$ cat config.mk
export PLATFORM = sky130hd
export DESIGN_NAME = lavm_fifo
export DESIGN_NICKNAME = d
export VERILOG_FILES = /design/src/hw/rtl/look_at_view_matrix_unit_macros.svh /design/src/hw/rtl/lavm_fifo.sv
export SDC_FILE = /design/constraint.sdc
export NUM_CORES = 1
export LEC_CHECK = 0
export ABC_AREA = 1
export BUFFER_PORTS_ARGS = -buffer_cell sky130_fd_sc_hd__buf_2
export CORE_UTILIZATION = 45
export DETAILED_ROUTE_END_ITERATION = 6
export PLACE_DENSITY = 0.71
export SLEW_MARGIN = 20
export SYNTH_ARGS = -nofsm -noshare
export SYNTH_HDL_FRONTEND = slang
export SYNTH_SLANG_ARGS = --single-unit
$ cat constraint.sdc
create_clock -name clk -period 1.8 [get_ports clk]
set_clock_uncertainty 0.1 [all_clocks]
set_input_delay 0.18 -clock clk [delete_from_list [all_inputs] [get_ports clk]]
set_output_delay 0.18 -clock clk [all_outputs]
set_load 0.03 [all_outputs]
$ cat src/hw/rtl/look_at_view_matrix_unit_macros.svh
// Assertion macros used by the look-at view matrix back end.
// Needs signals named clk and rst_n in the module that uses them.
`ifndef LOOK_AT_VIEW_MATRIX_UNIT_MACROS_SVH
`define LOOK_AT_VIEW_MATRIX_UNIT_MACROS_SVH

// Same-cycle implication, disabled in reset.
`define LAVM_ASSERT_IMP(lbl, ante, cons, msg) \
    lbl: assert property (@(posedge clk) disable iff (!rst_n) (ante) |-> (cons)) \
        else $error(msg);

// Next-cycle implication, disabled in reset.
`define LAVM_ASSERT_NXT(lbl, ante, cons, msg) \
    lbl: assert property (@(posedge clk) disable iff (!rst_n) (ante) |=> (cons)) \
        else $error(msg);

`endif

$ cat src/hw/rtl/lavm_fifo.sv
// Small register queue used between front and back and on the result side.
// No package dependencies.
`default_nettype none

module lavm_fifo #(
    parameter int W     = 8,
    parameter int DEPTH = 2
) (
    input  logic         clk,
    input  logic         rst_n,
    input  logic         wr_en,
    input  logic [W-1:0] din,
    output logic         full,
    input  logic         rd_en,
    output logic [W-1:0] dout,
    output logic         empty
);

    localparam int PW = (DEPTH > 1) ? $clog2(DEPTH) : 1;
    localparam int CW = $clog2(DEPTH + 1);

    logic [W-1:0]  mem_reg [DEPTH];
    logic [PW-1:0] wr_ptr_reg, wr_ptr_next;
    logic [PW-1:0] rd_ptr_reg, rd_ptr_next;
    logic [CW-1:0] count_reg, count_next;
    logic          do_wr, do_rd;

    assign full  = (count_reg == CW'(DEPTH));
    assign empty = (count_reg == '0);
    assign do_wr = wr_en && !full;
    assign do_rd = rd_en && !empty;
    assign dout  = mem_reg[rd_ptr_reg];

    always_comb
    begin
        wr_ptr_next = wr_ptr_reg;
        rd_ptr_next = rd_ptr_reg;
        count_next  = count_reg;
        if (do_wr)
        begin
            wr_ptr_next = (wr_ptr_reg == PW'(DEPTH - 1)) ? '0 : wr_ptr_reg + 1'b1;
        end
        if (do_rd)
        begin
            rd_ptr_next = (rd_ptr_reg == PW'(DEPTH - 1)) ? '0 : rd_ptr_reg + 1'b1;
        end
        if (do_wr && !do_rd)
        begin
            count_next = count_reg + 1'b1;
        end
        else if (do_rd && !do_wr)
        begin
            count_next = count_reg - 1'b1;
        end
    end

    always_ff @(posedge clk or negedge rst_n)
    begin
        if (!rst_n)
        begin
            wr_ptr_reg <= '0;
            rd_ptr_reg <= '0;
            count_reg  <= '0;
        end
        else
        begin
            wr_ptr_reg <= wr_ptr_next;
            rd_ptr_reg <= rd_ptr_next;
            count_reg  <= count_next;
        end
    end

    always_ff @(posedge clk)
    begin
        if (do_wr)
        begin
            mem_reg[wr_ptr_reg] <= din;
        end
    end

endmodule

`default_nettype wire

# --- Word level (Yosys, flattened, before mapping) ---
# Memory sizes are Yosys's and may differ from the RTL's.
# Index checks and enable logic that the tools add are counted.
word_totals:
  ff_bits: 4
  latch_bits: 0
  mem_bits_rw: 16
  romBits: 0
  in_bits: 12
  out_inout_bits: 10
  elab_cells: 25
  n_memories: 1
mem_list:
  columns: ["name", "depth", "word_bits", "rd", "rd_ports_with_merged_regs", "wr", "line_no", "rtl"]
  rows:
  - ["mem_reg", 2, 8, 1, 0, 1, "lavm_fifo.sv:22", "logic [W-1:0] mem_reg [DEPTH];"]
classes:
  add_sub_neg: 4
  n_mul: 0
  n_div: 0
  magnitude_cmp: 0
  n_eq_ne: 1
  shifts: 0
  n_mux: 6
  bitwise_logic: 0
  n_reduce_logical: 10
ops:
  columns: ["operator", "n"]
  rows:
  - ["logical AND 1 bit", 4]
  - ["zero test 1 bit", 4]
  - ["2-to-1 mux 1 bit", 4]
  - ["2-to-1 mux 2 bit", 2]
  - ["adder 1 bit (second input constant)", 2]
  - ["adder 2 x 1 -> 2 bit (second input constant)", 1]
  - ["equality test 2 bit (second input constant)", 1]
  - ["zero test 2 bit", 1]
  - ["nonzero test 2 bit", 1]
  - ["subtractor 2 x 1 -> 2 bit (second input constant)", 1]

# --- Logic depth before layout (Yosys ltp) ---
logic_depth:
  word_depth: 7
  mapped_depth: 9
  ltp_nobuf: 9

# --- Least setup slack after synthesis ---
# Ideal clock, no wire load.
synth_path:
  path_type: "register -> register"
  startpoint: "reg count_reg[0]"
  endpoint: "reg count_reg[1]"
  setup_time_ps: 117
  t_arrival_ps: 1362
  required_time_ps: 1583
  path_slack_ps: 221
  stages_incl_launch_ff: 8
  path_buffers: 0
  period_less_slack_ps: 1579
  path_cell_list: "dfrtp_1 nor2_2 nor2_2 ha_1 inv_1 nand3_1 nand2_1 nand2_1"
synth_between:
  elab_chain_len: 6
  word_cells_on_any_way: 15
  cone_classes: "2 x add/sub; 1 x eq/ne; 2 x mux; 10 x reduce/logical"
synth_lines:
  columns: ["item", "line_no", "rtl"]
  rows:
  - ["start, declared", "lavm_fifo.sv:25", "logic [CW-1:0] count_reg, count_next;"]
  - ["start signal, assigned", "lavm_fifo.sv:69", "count_reg <= count_next;"]
  - ["equality test 2 bit (*)", "lavm_fifo.sv:28", "assign full = (count_reg == CW'(DEPTH));"]
  - ["named net full", "lavm_fifo.sv:13", "output logic full,"]
  - ["zero test 1 bit (*)", "lavm_fifo.sv:30", "assign do_wr = wr_en && !full;"]
  - ["logical AND 1 bit (*)", "lavm_fifo.sv:30", null]
  - ["zero test 1 bit", "lavm_fifo.sv:51", "else if (do_rd && !do_wr)"]
  - ["logical AND 1 bit", "lavm_fifo.sv:51", null]
  - ["nonzero test 2 bit (no source line)", null, null]
# Mark *: on every way through the listed nets, which the timed path passes. The rest lies on a longest branch. The select of a mux whose other input is x is not followed.
# A chain may end at the register's enable or synchronous reset.

# --- Worst setup path after layout ---
layout_path:
  startpoint: "reg rd_ptr_reg"
  endpoint: "out dout[2]"
layout_between:
  elab_chain_len: 1
layout_lines:
  columns: ["item", "line_no", "rtl"]
  rows:
  - ["start, declared", "lavm_fifo.sv:24", "logic [PW-1:0] rd_ptr_reg, rd_ptr_next;"]
  - ["start signal, assigned", "lavm_fifo.sv:68", "rd_ptr_reg <= rd_ptr_next;"]
  - ["memory (2 x 8 bit)", null, null]
  - ["end, declared", "lavm_fifo.sv:15", "output logic [W-1:0] dout,"]
# No other way between the ends.

==> flow_metrics.env <==
export IMPL_route_detailed_drc=0
export IMPL_hold_viol=0
export IMPL_fin_nets=121
export IMPL_io_pins=22
export IMPL_r2r_slack_ns=0.20
export IMPL_grt_first_pass_wirelength_mm=2.25
export IMPL_seqPwrFrac=0.433
export IMPL_hold_path_class="input pin to flip-flop"
export IMPL_grt_usage=0.168
export IMPL_htreeDepth=1
export IMPL_yosysWarnings=0
export IMPL_ys_seq_area_frac=0.717
export IMPL_coreArea_sq_mm=0.00159
export IMPL_cts_tree="built"
export IMPL_area_growth_pct=31.4
export IMPL_peakVddDrop_uv=1050
export IMPL_clockBufferDepth=2
export IMPL_powerDensity_mw_per_mm2=1590
export IMPL_path_delay_family="flip-flops"
export IMPL_busiest_layer="met2"
export IMPL_root_buffer="clkbuf_4"
export IMPL_crit_path_end_kind="primary output"
export IMPL_cts_made_buffers=3
export IMPL_totalWireLength_mm=1.41
export IMPL_final_period_minus_worst_setup_slack_ns=1.61
export IMPL_p_sw_frac=0.437
export IMPL_dr_pass1_iters=4
export IMPL_die_y_um=44.4
export IMPL_post_place_ws_ns=0.219
export IMPL_grt_max_degree=12
export IMPL_largest_register_ffs=16
export IMPL_synth_nets=86
export IMPL_path_max_fanout=10
export IMPL_antenna_found_initial=0
export IMPL_via_per_inst=4.53
export IMPL_wl_per_cell_um=10.7
export IMPL_num_vias=593
export IMPL_syn_area_sq_um=810
export IMPL_fin_tns_setup_ns=0
export IMPL_ys_ff_latch=20
export IMPL_p_sw_mw=0.739
export IMPL_p_int_mw=0.952
export IMPL_outcome="finished clean"
export IMPL_cts_sinks=20
export IMPL_maxCapViolations=0
export IMPL_slowest_stage="dfrtp_1"
export IMPL_fin_crit_sh=0.896
export IMPL_drive_gt1_frac=0.262
export IMPL_min_from="rd_en"
export IMPL_clk_pin_slew_ns=0.10
export IMPL_cp_common_cell="nand2_1"
export IMPL_critPathMaxStageDelay_ns=0.51
export IMPL_setup_ws_ns=0.187
export IMPL_setup_violations=0
export IMPL_comb_power_share=0.442
export IMPL_drt_iter0_drc=22
export IMPL_fp_row_count=14
export IMPL_tightest_slew_ns=0.335
export IMPL_met2_usage=0.274
export IMPL_crit_type="flip-flop to primary output"
export IMPL_grt_pass1_vias=560
export IMPL_synth_cell_types=14
export IMPL_met3_usage=0.0286
export IMPL_critPathLaunchType="flip-flop"
export IMPL_cts_resized=0
export IMPL_dp_hpwl_um=953
export IMPL_holdPathEnd="rd_ptr_reg$_DFFE_PN0P_"
export IMPL_place_gp_congestion=0.825
export IMPL_die_area_sq_mm=0.00197
export IMPL_met1_usage=0.197
export IMPL_synthCells=73
export IMPL_reg2reg_depth=6
export IMPL_r2r_end="count_reg[1]$_DFFE_PN0P_"
export IMPL_leakage_nw=0.503
export IMPL_die_x_um=44.4
export IMPL_drv_slew=0
export IMPL_rsz0062_at_grt="no"
export IMPL_port_buffers=21
export IMPL_crit_chain="inv_2, nand2_1, nand2_1, buf_2"
export IMPL_p_clk_frac=0.125
export IMPL_final_fill_count=131
export IMPL_cp_arrival_ns=1.33
export IMPL_drtAntennaViolNets=0
export IMPL_start_util=0.508
export IMPL_grt_overflow_total=0
export IMPL_r2r_start="count_reg[0]$_DFFE_PN0P_"
export IMPL_worst_path_buf_inv=2
export IMPL_diodes=0
export IMPL_slew_limit_headroom=0.775
export IMPL_fmax_mhz=620
export IMPL_whs_path_depth=3
export IMPL_worst_skew_pair_late_latency_ns=0.29
export IMPL_required_ns=1.52
export IMPL_syn_area_per_cell_sq_um=11.1
[through the flow]
stage | hold WS [ns] | area [sq um] | utilization | std cells | total power [mW]
6_report | 0.0309 | 1060 | 0.667 | 131 | 1.69
5_1_grt | 0.0637 | 1060 | 0.667 | 131 | 1.80
4_1_cts | 0.0291 | 1060 | 0.667 | 131 | 1.70
3_5_place_dp | -0.108 | 947 | 0.594 | 118 | 1.48
3_3_place_gp | -0.109 | 947 | 0.594 | 118 | 1.46
2_1_floorplan | -0.216 | 810 | - | 73 | 1.27
[area by class of cell]
class | count | area [sq um] | share of cell area
Tap cell | 24 | 30.0 | 0.0282
Sequential cell | 20 | 581 | 0.546
Inverter | 8 | 30.0 | 0.0282
Clock buffer | 3 | 22.5 | 0.0212
Clock inverter | 1 | 3.75 | 0.00353
Timing Repair Buffer | 31 | 203 | 0.191
Multi-Input combinational cell | 44 | 194 | 0.182
[synthesized netlist by cell type, drive strengths merged]
master | number | area share
buf | 1 | 0.0062
dfrtp | 4 | 0.12
edfxtp | 16 | 0.59
ha | 1 | 0.015
inv | 8 | 0.037
nand2 | 33 | 0.15
nand3 | 1 | 0.0062
nand3b | 1 | 0.0093
nand4 | 1 | 0.0077
nor2 | 4 | 0.025
o21ai | 2 | 0.012
xnor2 | 1 | 0.011
[worst register-to-register path, stage by stage (launching register included)]
cell	delay (ns)
dfrtp_1	0.48
o21ai_0	0.33
ha_1	0.33
inv_1	0.09
nand3_1	0.07
nand2_1	0.06
nand2_1	0.05
[routing by layer]
layer	part of all wire	wire length, um
met5	0	0
met4	0.023	33
met3	0.039	55
met2	0.48	669
met1	0.46	646
[what timing repair did]
| item | 4_1_cts | 5_1_grt |
|---|---|---|
| endpoints found under the hold margin | 20 | 0 |
| endpoints found under the setup margin | 0 | 0 |
| hold buffers | 9 | 0 |
| setup buffers | 0 | 0 |
[logic make-up after synthesis]
family | count (synthesis) | share of synthesized area
AO/OA/AOI/OAI | 2 | 0.0124
XOR/XNOR | 1 | 0.0108
adder cells (fa/ha/maj) | 1 | 0.0155
buffers and inverters | 9 | 0.0433
flip-flops | 20 | 0.717
AND/OR/NAND/NOR | 40 | 0.201
[cells in the final DEF, fill, tap and decap left out, drive strengths merged]
master        n
dfrtp         4
nand2        33
buf          22
nand3         1
o21ai         2
clkinv        1
clkbuf        3
nand4         1
nand3b        1
xnor2         1
inv           8
dlygate4sd3   9
edfxtp       16
nor2          4
ha            1
[worst max-delay path by stage]
stage | from | end | slack [ns] | cells after the start
3_5_place_dp | count_reg[0]$_DFFE_PN0P_ | count_reg[1]$_DFFE_PN0P_ | 0.22 | 6
5_1_grt | count_reg[0]$_DFFE_PN0P_ | count_reg[1]$_DFFE_PN0P_ | 0.07 | 6
6_report | rd_ptr_reg$_DFFE_PN0P_ | dout[2] | 0.19 | 4
2_1_floorplan | count_reg[0]$_DFFE_PN0P_ | count_reg[1]$_DFFE_PN0P_ | 0.22 | 7
3_3_place_gp | count_reg[0]$_DFFE_PN0P_ | count_reg[1]$_DFFE_PN0P_ | 0.29 | 6
4_1_cts | rd_ptr_reg$_DFFE_PN0P_ | dout[2] | 0.17 | 4
[power groups by stage]
stage	combinational, mW	sequential (mW)	clock, mW
6_report	0.747	0.732	0.211
5_1_grt	0.824	0.747	0.231
4_1_cts	0.750	0.735	0.212
3_5_place_dp	0.733	0.745	0
3_3_place_gp	0.719	0.739	0
2_1_floorplan	0.569	0.697	0
Note: power is estimated with default switching activity, not from simulation.
