===== src/hw/rtl/look_at_view_matrix_unit_macros.svh =====
// Assertion macros used by the look-at view matrix back end.
// Needs signals named clk and rst_n in the module that uses them.
`ifndef LOOK_AT_VIEW_MATRIX_UNIT_MACROS_SVH
`define LOOK_AT_VIEW_MATRIX_UNIT_MACROS_SVH

// Same-cycle implication, disabled in reset.
`define LAVM_ASSERT_IMP(lbl, ante, cons, msg) \
    lbl: assert property (@(posedge clk) disable iff (!rst_n) (ante) |-> (cons)) \
        else $error(msg);

// Next-cycle implication, disabled in reset.
`define LAVM_ASSERT_NXT(lbl, ante, cons, msg) \
    lbl: assert property (@(posedge clk) disable iff (!rst_n) (ante) |=> (cons)) \
        else $error(msg);

`endif


===== src/hw/rtl/lavm_pkg.sv =====
// Package of the look-at view matrix unit: payload types, row codes, FSM states.
// No dependencies.
`default_nettype none

package lavm_pkg;

    typedef struct packed {
        logic signed [31:0] eye_x;
        logic signed [31:0] eye_y;
        logic signed [31:0] eye_z;
        logic signed [31:0] focus_x;
        logic signed [31:0] focus_y;
        logic signed [31:0] focus_z;
        logic signed [31:0] up_x;
        logic signed [31:0] up_y;
        logic signed [31:0] up_z;
    } cam_t;

    typedef struct packed {
        logic [1:0]         row_index;
        logic signed [31:0] col0;
        logic signed [31:0] col1;
        logic signed [31:0] col2;
        logic signed [31:0] col3;
        logic               degenerate;
        logic               last_row;
    } row_t;

    // Job handed from front to back: eye, up and focus minus eye.
    typedef struct packed {
        logic signed [31:0] eye_x;
        logic signed [31:0] eye_y;
        logic signed [31:0] eye_z;
        logic signed [31:0] up_x;
        logic signed [31:0] up_y;
        logic signed [31:0] up_z;
        logic signed [32:0] dir_x;
        logic signed [32:0] dir_y;
        logic signed [32:0] dir_z;
    } lavm_job_t;

    localparam logic [1:0] ROW_W = 2'd0;
    localparam logic [1:0] ROW_V = 2'd1;
    localparam logic [1:0] ROW_N = 2'd2;

    typedef enum logic [3:0] {
        B_IDLE,
        B_NORM_N,
        B_DOT_MUL,
        B_DOT_SUM,
        B_PROJ_MUL,
        B_PROJ_SUB,
        B_NORM_V,
        B_CROSS_A,
        B_CROSS_B,
        B_CROSS_SUB,
        B_NORM_W,
        B_ROW_MUL,
        B_ROW_OUT
    } lavm_back_state_t;

    typedef enum logic [2:0] {
        N_IDLE,
        N_SCALE,
        N_SQ,
        N_SUM,
        N_SQRT,
        N_DIVI,
        N_DIV,
        N_DONE
    } lavm_norm_state_t;

endpackage

`default_nettype wire


===== src/hw/rtl/lavm_front.sv =====
// Front end: accepts camera items and forms focus minus eye for the back end.
// Depends on lavm_pkg.
`default_nettype none

module lavm_front (
    input  logic               clk,
    input  logic               rst_n,
    input  logic               push,
    output logic               full,
    input  lavm_pkg::cam_t     cam,
    input  logic               job_full,
    output logic               job_push,
    output lavm_pkg::lavm_job_t job
);
    import lavm_pkg::*;

    logic      valid_reg, valid_next;
    lavm_job_t job_reg;
    logic      take;

    assign job_push = valid_reg;
    assign full     = valid_reg && job_full;
    assign take     = push && !full;
    assign job      = job_reg;

    always_comb
    begin
        valid_next = valid_reg;
        if (take)
        begin
            valid_next = 1'b1;
        end
        else if (valid_reg && !job_full)
        begin
            valid_next = 1'b0;
        end
    end

    always_ff @(posedge clk or negedge rst_n)
    begin
        if (!rst_n)
        begin
            valid_reg <= 1'b0;
        end
        else
        begin
            valid_reg <= valid_next;
        end
    end

    // Form the view direction at full width on entry.
    always_ff @(posedge clk)
    begin
        if (take)
        begin
            job_reg.eye_x <= cam.eye_x;
            job_reg.eye_y <= cam.eye_y;
            job_reg.eye_z <= cam.eye_z;
            job_reg.up_x  <= cam.up_x;
            job_reg.up_y  <= cam.up_y;
            job_reg.up_z  <= cam.up_z;
            job_reg.dir_x <= 33'(cam.focus_x) - 33'(cam.eye_x);
            job_reg.dir_y <= 33'(cam.focus_y) - 33'(cam.eye_y);
            job_reg.dir_z <= 33'(cam.focus_z) - 33'(cam.eye_z);
        end
    end

endmodule

`default_nettype wire


===== config.mk =====
export PLATFORM = sky130hd
export DESIGN_NAME = lavm_front
export DESIGN_NICKNAME = d
export VERILOG_FILES = /design/src/hw/rtl/look_at_view_matrix_unit_macros.svh /design/src/hw/rtl/lavm_pkg.sv /design/src/hw/rtl/lavm_front.sv
export SDC_FILE = /design/constraint.sdc
export NUM_CORES = 1
export LEC_CHECK = 0
export BUFFER_PORTS_ARGS = -buffer_cell sky130_fd_sc_hd__buf_2
export CAP_MARGIN = 40
export CORE_AREA = 2 2 226 228
export CTS_BUF_LIST = sky130_fd_sc_hd__clkbuf_4
export CTS_CLUSTER_DIAMETER = 150
export DETAILED_ROUTE_END_ITERATION = 6
export DIE_AREA = 0 0 228 230
export PLACE_DENSITY = 0.52
export SYNTH_ARGS = -nofsm -noshare
export SYNTH_HDL_FRONTEND = slang
export SYNTH_SLANG_ARGS = --single-unit

===== constraint.sdc =====
create_clock -name clk -period 43.1 [get_ports clk]
set_input_delay 6.465 -clock clk [delete_from_list [all_inputs] [get_ports clk]]
set_output_delay 6.465 -clock clk [all_outputs]
set_load 0.005 [all_outputs]

After elaboration in Yosys (flattened, before gate mapping)
Index checks and enable logic that the tools add are counted.
- register bits: 292
- add/subtract/negate cells: 3
- multiplexer cells: 2
- reduce and logical (&&, ||, !) cells: 6
- operators by type and width (operator ; number):
    subtractor 32 x 32 -> 33 bit ; 3
    logical AND 1 bit ; 3
    logical NOT 1 bit ; 2
    two-way mux 1 bit ; 2
    nonzero test 2 bit ; 1

Longest topological paths before layout
Gate-level depths: netlist of run 1.
- depth in word-level cells: 4
- gate-level depth with buffers: 12
- gate-level depth less buffers: 12

Least setup slack after synthesis of run 1
Ideal clock, no wire load.
- path kind: input-to-reg
- start: in job_full
- end: reg job_reg, in the netlist job[0], enable pin
- library setup time: 984 ps
- data arrival time: 19483 ps
- path slack: 22633 ps
- stages: 2
- buffers on the path: 0
- cell sequence: and2_1 nor2b_1
- word-level cells in the longest chain between the ends: 3
- RTL lines (element ; RTL line ; RTL):
    from (decl) ; lavm_front.sv:11 ; input logic job_full,
    logical AND 1 bit ; lavm_front.sv:22 ; assign full = valid_reg && job_full;
    logical NOT 1 bit ; lavm_front.sv:23 ; assign take = push && !full;
    logical AND 1 bit ; lavm_front.sv:23 ;
    via take ; lavm_front.sv:19 ; logic take;
    to (decl) ; lavm_front.sv:18 ; lavm_job_t job_reg;
The timed path passes the listed nets, and every way through them passes these cells.
A chain may end at the register's enable or synchronous reset.

Worst setup path in the final report of run 1
- start: in job_full
- end: out full
- word-level cells in the longest chain between the ends: 1
- RTL lines (element ; RTL line ; RTL):
    logical AND 1 bit ; lavm_front.sv:22 ;
    to (decl) ; lavm_front.sv:9 ; output logic full,
No other way between the ends.

==> results.py, run 1 <==
metrics = {
    "sta": {
        "fin_worst_skew_ns": 0.0391,
        "finalSetupViolations": 0,
        "max_freq_mhz": 74.7,
        "period_share_pct": 31.1,
        "hold_viol": 0,
        "worst_pin_slew_ns": 1.05,
        "finalMaxSlewViolations": 0,
        "setup_tns_ns": 0,
        "rsz0062_at_grt": "no",
        "holdWs_ns": 0.737,
        "maxSlewHeadroom_pct": 29.7,
        "finalCriticalPeriod_ns": 13.39,
    },
    "clock_tree": {
        "clkLatencyLatePin_ns": 0.82,
        "cts_root_buf": "clkbuf_4",
        "cts_setup_buffers": 0,
        "clock_sinks": 292,
        "cts_hold_buf": 0,
        "clock_path_buffers": 3,
        "clkSlewWorstSetupHoldPaths_ns": 0.06,
        "cts_made_buffers": 84,
        "htreeDepth": 3,
        "cts_tree": "yes",
        "cts_resized": 0,
    },
    "logic_synthesis": {
        "synth_xor_area_share_pct": 4.67,
        "synthAdderAreaFrac_pct": 8.97,
        "syn_area_um2": 14100,
        "synth_compound_area_share_pct": 12.1,
        "syn_nets": 1468,
        "muxShareOfSynthArea_pct": 0.223,
        "syn_avg_cell_area_um2": 13.0,
        "synth.distinct_cells": 74,
        "synth_top_family_by_area": "compound AO/OA/AOI/OAI gates",
        "ys_ff_latch": 292,
        "yosysSeqAreaShare_pct": 62.4,
        "yosys.area_share.simple_pct": 8.02,
        "async_flop_share_pct": 0.342,
        "ys.flop_type": "edfxtp_1",
        "syn_inst": 1077,
        "synth_edf_count": 291,
        "ys_warn_count": 0,
    },
    "power": {
        "p_sw_w": 0.000204,
        "swShare_pct": 27.4,
        "power.density_nw_per_um2": 39.3,
        "p_leak_nw": 8.62,
        "internal-power_w": 0.000539,
        "p_clk_share_pct": 35.8,
        "peakVddDrop_v": 0.0000197,
        "p_comb_share_pct": 17.6,
        "seqPwrFrac_pct": 46.6,
    },
    "route": {
        "wl_per_cell_um": 17.6,
        "drt_pass1_iterations": 5,
        "dr_total_vias": 11000,
        "ant_nets": 0,
        "drcViolationCount": 0,
        "drt_iter0_drc": 526,
        "drt-total-wl_um": 43500,
        "via_per_inst": 4.45,
    },
    "grt": {
        "grtUsageMet2_pct": 27.3,
        "grt_overflow": 0,
        "antenna_found_initial": 21,
        "grtUsageTotal_pct": 16.2,
        "grt_max_degree": 156,
        "busiest_layer": "met2",
        "grt_use_met1_pct": 18.0,
        "grtUsageMet3_pct": 6.42,
        "grt_pass1_vias": 11400,
        "grt_pass1_wl_um": 64900,
    },
    "critical_path": {
        "worstPathRequired_ns": 36.63,
        "critPathLaunchType": "primary input",
        "end_kind": "primary output",
        "worstSetupPathType": "primary input to primary output",
        "slowest_delay_ns": 0.22,
        "crit_arrival_ns": 6.93,
        "crit_path_cell_trace": "buf_2 -> and2_1 -> buf_2",
        "cp_max_fo": 3,
        "slowest_stage": "and2_1",
        "critPathMostFrequentCell": "buf_2",
    },
    "run": {
        "drv_cap": 0,
    },
    "cells_and_area": {
        "multi_input_area_um2": 4780,
        "final_cell_mix": "buf_2 (584), edfxtp_1 (291), inv_1 (124)",
        "final_common_cell": "buf_2",
        "drive_above_1_share_pct": 41.7,
        "nFillCells": 5027,
        "syn_to_final_growth_pct": 34.6,
        "largest_reg_flops": 291,
        "nNetsFinal": 2129,
        "register_area_um2": 8760,
    },
    "die": {
        "dieWidth_um": 228,
        "fp.dieH_um": 230,
        "io_pins": 585,
        "coreArea_um2": 49900,
        "initial_core_util_pct": 28.2,
        "row_count": 82,
        "die-area_um2": 52400,
    },
    "place": {
        "gp_congestion": 0.844,
        "hpwl_um": 34100,
        "io_buffers": 584,
    },
    "run_status": {
        "status": "complete, no violations",
    },
    "min_path": {
        "hold_path_class": "register to register",
    },
}
-- cell families (layout without fill, tap and decap cells) --
logic type      count (synthesis)  after routing
compound gates                250            250
flops                         292            292
xor+xnor                       75             75
other cells                     0              6
mux                             3              3
fa+ha+maj                      99             99
simple gates                  221            221
buf+inv                       137            856
-- cell type report --
type                       count  share of cell area, %
sequential                   292                   46.3
clock buffer                 120                   4.76
clock inverter                24                  0.899
tap                          672                   4.44
multi-input combinational    648                   25.3
antenna                        6                 0.0793
timing repair buffer         588                   15.8
inverter                     124                   2.46
-- synth_stat cells (3+ instances only) --
cell type	n	area share, %
or3_1	7	0.31
nor2_1	58	1.5
a31oi_1	9	0.40
o31a_1	3	0.19
nor2b_1	13	0.58
inv_1	124	3.3
ha_1	96	8.5
o31ai_1	3	0.16
o21ai_1	15	0.53
xnor2_1	48	3.0
and2_1	8	0.36
and4_1	6	0.37
edfxtp_1	291	62
or2_2	9	0.40
nand3b_1	3	0.16
nor3_1	15	0.53
a41oi_1	3	0.19
clkbuf_1	11	0.29
o21bai_1	7	0.37
a211oi_1	7	0.37
o21a_1	13	0.69
nand3_1	30	1.1
a21o_1	44	2.4
fa_1	3	0.43
a211o_1	4	0.25
nand4_1	8	0.36
and3_1	9	0.40
o31ai_2	3	0.27
xor2_1	27	1.7
nand2_1	38	1.0
o21ai_0	26	0.93
nand2b_1	7	0.31
a21oi_1	74	2.6
o311ai_1	3	0.19
-- worst max-delay path, delay by kind of cell --
kind | cells | cell delay, ns
simple gates | 1 | 0.22
buf+inv | 2 | 0.24
-- power by group through the flow --
stage	clock network [W]	registers [W]	logic (W)
global route	0.000293	0.000348	0.000146
finish	0.000266	0.000347	0.000131
CTS	0.000280	0.000347	0.000132
global placement	0	0.000352	0.000130
detailed placement	0	0.000353	0.000132
floorplan	0	0.000363	0.0000699
-- final timing paths --
| path | start | end | slack, ns | cells past startpoint |
|---|---|---|---|---|
| max reg2reg | job_push | job[286] | 40.53 | 5 |
| min | job_push | job_push | 0.74 | 2 |
| min reg2reg | job_push | job_push | 0.74 | 2 |
| max in group asynchronous | rst_n | job_push | 37.57 | 1 |
| max | job_full | full | 29.71 | 3 |
| min in group asynchronous | rst_n | job_push | 5.45 | 1 |
-- stage by stage --
step | area, µm² | worst slack, ns | instances | util, % | power (W)
6_report | 18900 | 29.71 | 2474 | 38.0 | 0.000744
5_1_grt | 18900 | 29.68 | 2472 | 37.9 | 0.000787
4_1_cts | 18900 | 29.69 | 2468 | 37.9 | 0.000759
3_5_place_dp | 17800 | 29.69 | 2324 | 35.8 | 0.000485
3_3_place_gp | 17800 | 29.69 | 2323 | 35.7 | 0.000482
2_1_floorplan | 14100 | 22.63 | 1077 | - | 0.000433
-- layer usage --
layer / vias to the layer above / part of all wire (%) / routed length [µm]
li1: 5374 / - / -
met1: 5077 / 39 / 16900
met2: 433 / 49 / 21200
met3: 104 / 9.0 / 3930
met4: 26 / 3.0 / 1320
met5: - / 0.36 / 155
(Power assumes the default switching activity.)
==> run 2: changes to the inputs <==
PLACE_DENSITY = 0.54   (was 0.52)
clock period = 11.05 ns   (was 43.1 ns; I/O delays follow)
==> run 2 against run 1 <==
Worst setup slack worse by 22 ns. Total power rose to 3.8 times the previous value. Cell area down 0.54%. Cell count down 0.53%. Largest cell class unchanged. Sequential power rose to 3.9 times the previous value. Critical path type is now primary input to register. Sequential cell count unchanged. Highest routed layer unchanged. Non-clock buffer count unchanged. Combinational power rose to 3.9 times the previous value. Register-to-register slack worse by 32 ns.
==> results.py, run 2 (synthesized netlist as in run 1, its figures left out) <==
metrics = {
    "power": {
        "p_comb_share_pct": 17.9,
        "internal-power_w": 0.00205,
        "p_leak_nw": 8.56,
        "seqPwrFrac_pct": 48.0,
        "p_clk_share_pct": 34.1,
        "p_sw_w": 0.000767,
        "peakVddDrop_v": 0.0000657,
        "power.density_nw_per_um2": 150,
        "swShare_pct": 27.2,
    },
    "sta": {
        "worst_pin_slew_ns": 0.859,
        "finalMaxSlewViolations": 0,
        "fin_worst_skew_ns": 0.0502,
        "rsz0062_at_grt": "no",
        "maxSlewHeadroom_pct": 42.7,
        "holdWs_ns": 0.646,
        "period_share_pct": 34.2,
        "finalSetupViolations": 0,
        "max_freq_mhz": 265,
        "finalCriticalPeriod_ns": 3.78,
        "hold_viol": 0,
        "setup_tns_ns": 0,
    },
    "cells_and_area": {
        "final_cell_mix": "buf_2 (584), edfxtp_1 (291), inv_1 (124)",
        "syn_to_final_growth_pct": 33.9,
        "final_common_cell": "buf_2",
        "fin_cells": 2461,
        "largest_reg_flops": 291,
        "utilization_pct": 37.7,
        "nNetsFinal": 2128,
        "final_cell_area_um2": 18800,
        "drive_above_1_share_pct": 41.4,
    },
    "critical_path": {
        "rr_worst_depth": 5,
        "slowest_stage": "fa_1",
        "worstPathRequired_ns": 11.55,
        "worstSetupPathType": "primary input to register",
        "critPathMostFrequentCell": "o21ai_1",
        "startpoint": "cam[160]",
        "r2r_start": "job_push",
        "end_kind": "register",
        "cp_max_fo": 5,
        "critPathLaunchType": "primary input",
        "slowest_delay_ns": 0.42,
        "crit_arrival_ns": 4.27,
        "crit_path_cell_trace": "buf_2 -> inv_1 -> ha_1 -> fa_1 -> nor2b_1 -> o21a_1 -> o21ai_0 -> a21oi_1 -> o21ai_1 -> o21ai_1 -> nand3_1 -> a31oi_1 -> a221oi_1",
    },
    "place": {
        "dp_cells": 2324,
        "io_buffers": 584,
        "placed_cell_area_um2": 17800,
        "hpwl_um": 33100,
        "gp_congestion": 0.823,
    },
    "grt": {
        "grt_pass1_vias": 11200,
        "antenna_found_initial": 15,
        "grt_overflow": 0,
        "grt_max_degree": 157,
        "grt_pass1_wl_um": 63100,
        "grtUsageTotal_pct": 15.6,
    },
    "clock_tree": {
        "clock_path_buffers": 3,
        "htreeDepth": 3,
        "clkLatencyLatePin_ns": 0.82,
        "cts_root_buf": "clkbuf_4",
        "cts_tree": "yes",
        "clkSlewWorstSetupHoldPaths_ns": 0.06,
        "cts_resized": 0,
        "cts_made_buffers": 83,
        "clock_sinks": 292,
        "cts_hold_buf": 0,
        "cts_setup_buffers": 0,
    },
    "route": {
        "drcViolationCount": 0,
        "via_per_inst": 4.45,
        "wl_per_cell_um": 17.0,
        "drt_pass1_iterations": 5,
        "drt-total-wl_um": 41900,
        "drt_iter0_drc": 473,
        "dr_total_vias": 11000,
        "ant_nets": 0,
    },
    "die": {
        "initial_core_util_pct": 28.2,
        "die-area_um2": 52400,
        "fp.dieH_um": 230,
        "coreArea_um2": 49900,
        "row_count": 82,
        "dieWidth_um": 228,
        "io_pins": 585,
    },
    "min_path": {
        "hold_path_class": "primary input to asynchronous set/reset pin",
    },
    "run_status": {
        "status": "complete, no violations",
    },
    "run": {
        "drv_cap": 0,
    },
}
==> run 2: layout make-up <==
class	instances	area, µm²
Fill cell	4985	31000
Sequential cell	292	8760
Multi-Input combinational cell	648	4780
Timing Repair Buffer	588	2980
Clock buffer	113	848
Tap cell	672	841
Inverter	124	465
Clock inverter	21	136
Antenna cell	3	7.51
==> run 2: path summary, 6_finish.rpt <==
| path | to | slack (ns) |
|---|---|---|
| setup / recovery | job[98] | 7.27 |
| max in group asynchronous | job_push | 10.32 |
| hold reg to reg | job_push | 0.70 |
| setup reg to reg | job[193] | 8.39 |
| min in group clk | job_push | 0.70 |
| hold / removal | job_push | 0.65 |
==> run 2: layer usage <==
layer / routed length (µm) / up-vias / track usage [%] / part of all wire (%)
met5: 138 / - / 0 / 0.33
met4: 1260 / 22 / 6.96 / 3.0
met1: 15900 / 5051 / 16.8 / 38
li1: - / 5361 / - / -
met3: 4140 / 100 / 7.18 / 9.9
met2: 20500 / 429 / 26.4 / 49
==> run 2: critical path, delay by kind of cell <==
kind | cells | cell delay, ns
compound gates | 7 | 1.51
fa+ha+maj | 2 | 0.65
simple gates | 2 | 0.32
buf+inv | 2 | 0.14
==> run 2: power by group through the flow <==
stage | Clock (W) | Combinational, W | Sequential [W]
after floorplan | 0 | 0.000273 | 0.00140
after global routing | 0.00106 | 0.000564 | 0.00136
after detailed placement | 0 | 0.000510 | 0.00138
after CTS | 0.00101 | 0.000513 | 0.00135
after global placement | 0 | 0.000504 | 0.00138
final | 0.000961 | 0.000505 | 0.00135
==> run 2: per-stage QoR <==
step                      setup slack (ns)  total power (W)
after floorplan                       1.14          0.00168
after global placement                6.41          0.00188
after detailed placement              6.35          0.00189
after CTS                             7.25          0.00288
after global routing                  7.09          0.00298
final                                 7.27          0.00282
==> run 3: changes to the inputs <==
PLACE_DENSITY = 0.52   (was 0.54)
clock period = 3.5 ns   (was 11.05 ns; I/O delays follow)
==> run 3 against run 2 <==
Worst setup slack got worse by 6.9 ns. Core utilization grew 4.2 points. Non-clock buffer count grew 205. Sequential share of layout area shrank 4.6 points. Cell area up 11%. Critical path type unchanged. Critical endpoint is now job[29].
==> results.py, run 3 (synthesized netlist as in run 1, its figures left out) <==
metrics = {
    "clock_tree": {
        "clock_sinks": 292,
        "clock_path_buffers": 3,
        "htreeDepth": 3,
        "cts_hold_buf": 196,
        "cts_root_buf": "clkbuf_4",
        "clkLatencyLatePin_ns": 0.82,
        "cts_setup_buffers": 0,
        "cts_made_buffers": 87,
        "cts_tree": "yes",
        "cts_resized": 0,
        "clkSlewWorstSetupHoldPaths_ns": 0.06,
    },
    "critical_path": {
        "end_kind": "register",
        "critPathLaunchType": "primary input",
        "crit_arrival_ns": 3.68,
        "cp_max_fo": 5,
        "worstSetupPathType": "primary input to register",
        "worstPathRequired_ns": 4.04,
        "regToRegSetupSlack_ns": 1.53,
    },
    "route": {
        "wl_per_cell_um": 17.1,
        "ant_nets": 0,
        "drcViolationCount": 0,
        "drt_iter0_drc": 440,
        "via_per_inst": 4.42,
        "dr_total_vias": 11800,
        "drt_pass1_iterations": 5,
        "drt-total-wl_um": 45900,
    },
    "place": {
        "hpwl_um": 34700,
        "gp_congestion": 0.854,
        "pre_cts_slack_ns": 0.152,
        "dp_cells": 2333,
        "io_buffers": 584,
    },
    "sta": {
        "rsz0062_at_grt": "no",
        "fin_worst_skew_ns": 0.0359,
        "finalMaxSlewViolations": 0,
        "period_share_pct": 89.6,
        "maxSlewHeadroom_pct": 54.1,
        "worst_pin_slew_ns": 0.688,
        "max_freq_mhz": 319,
        "setup_ws_ns": 0.362,
        "finalCriticalPeriod_ns": 3.14,
        "holdWs_ns": 0.168,
        "finalSetupViolations": 0,
        "hold_viol": 0,
        "setup_tns_ns": 0,
    },
    "die": {
        "coreArea_um2": 49900,
        "dieWidth_um": 228,
        "die-area_um2": 52400,
        "fp.dieH_um": 230,
        "io_pins": 585,
        "initial_core_util_pct": 28.2,
        "row_count": 82,
    },
    "cells_and_area": {
        "nFillCells": 4807,
        "register_area_um2": 8760,
        "fin_cells": 2679,
        "nNetsFinal": 2337,
        "multi_input_area_um2": 4780,
        "final_common_cell": "buf_2",
        "final_cell_mix": "buf_2 (584), edfxtp_1 (291), dlygate4sd3_1 (196)",
        "largest_reg_flops": 291,
        "drive_above_1_share_pct": 37.6,
        "syn_to_final_growth_pct": 48.7,
    },
    "grt": {
        "grt_pass1_vias": 12500,
        "grtUsageTotal_pct": 17.2,
        "grt_pass1_wl_um": 69800,
        "grt_max_degree": 100,
        "grt_overflow": 0,
        "antenna_found_initial": 10,
    },
    "power": {
        "power.density_nw_per_um2": 441,
        "p_total_w": 0.00921,
        "p_leak_nw": 9.44,
        "peakVddDrop_v": 0.000204,
    },
    "run_status": {
        "status": "complete, no violations",
    },
    "run": {
        "drv_cap": 0,
    },
    "min_path": {
        "hold_path_class": "primary input to register",
    },
}
==> run 3: final cells by class <==
cell class                 instances  share of cell area [%]
clock buffer                     117                    4.20
timing repair buffer             793                    24.0
sequential                       292                    41.9
tap                              672                    4.02
multi-input combinational        648                    22.9
clock inverter                    30                   0.713
inverter                         124                    2.23
antenna                            3                  0.0359
==> run 3: critical path, cell delays in order <==
cell and delay [ns]:
dlygate4sd3_1 0.52, buf_2 0.11, inv_1 0.03, ha_1 0.34, a21o_1 0.23, a211oi_1 0.24, a21oi_1 0.13, nor3_1 0.38
or3_1 0.18, nand3_1 0.17, a211oi_1 0.50, o21ai_1 0.16, xor2_1 0.16
==> run 3: per-stage QoR <==
step	instance area, µm²	utilization [%]
floorplan	14100	-
global placement	17900	35.9
detailed placement	17900	35.9
CTS	20900	41.9
global route	20900	41.9
finish	20900	41.9
==> run 3: path summary, 6_finish.rpt <==
kind                          start  endpoint  cells past startpoint
hold reg to reg            job_push   job[46]                      3
min in group asynchronous     rst_n  job_push                      3
max in group asynchronous     rst_n  job_push                      3
setup reg to reg           job_push  job[276]                      3
hold / removal              cam[96]    job[0]                      4
setup / recovery           cam[195]   job[29]                     13
==> run 3: power by group <==
| group | switching, W | internal (W) |
|---|---|---|
| Clock | 0.00157 | 0.00156 |
| Sequential | 0.0000648 | 0.00421 |
| Combinational | 0.000943 | 0.000862 |
==> run 3: routing by layer <==
layer	global-route usage (%)	vias up	share of wire, %
met5	0.184	-	0.19
met3	6.66	88	8.4
met1	18.3	5520	38
met2	30.3	427	51
li1	-	5786	-
met4	7.03	14	2.5
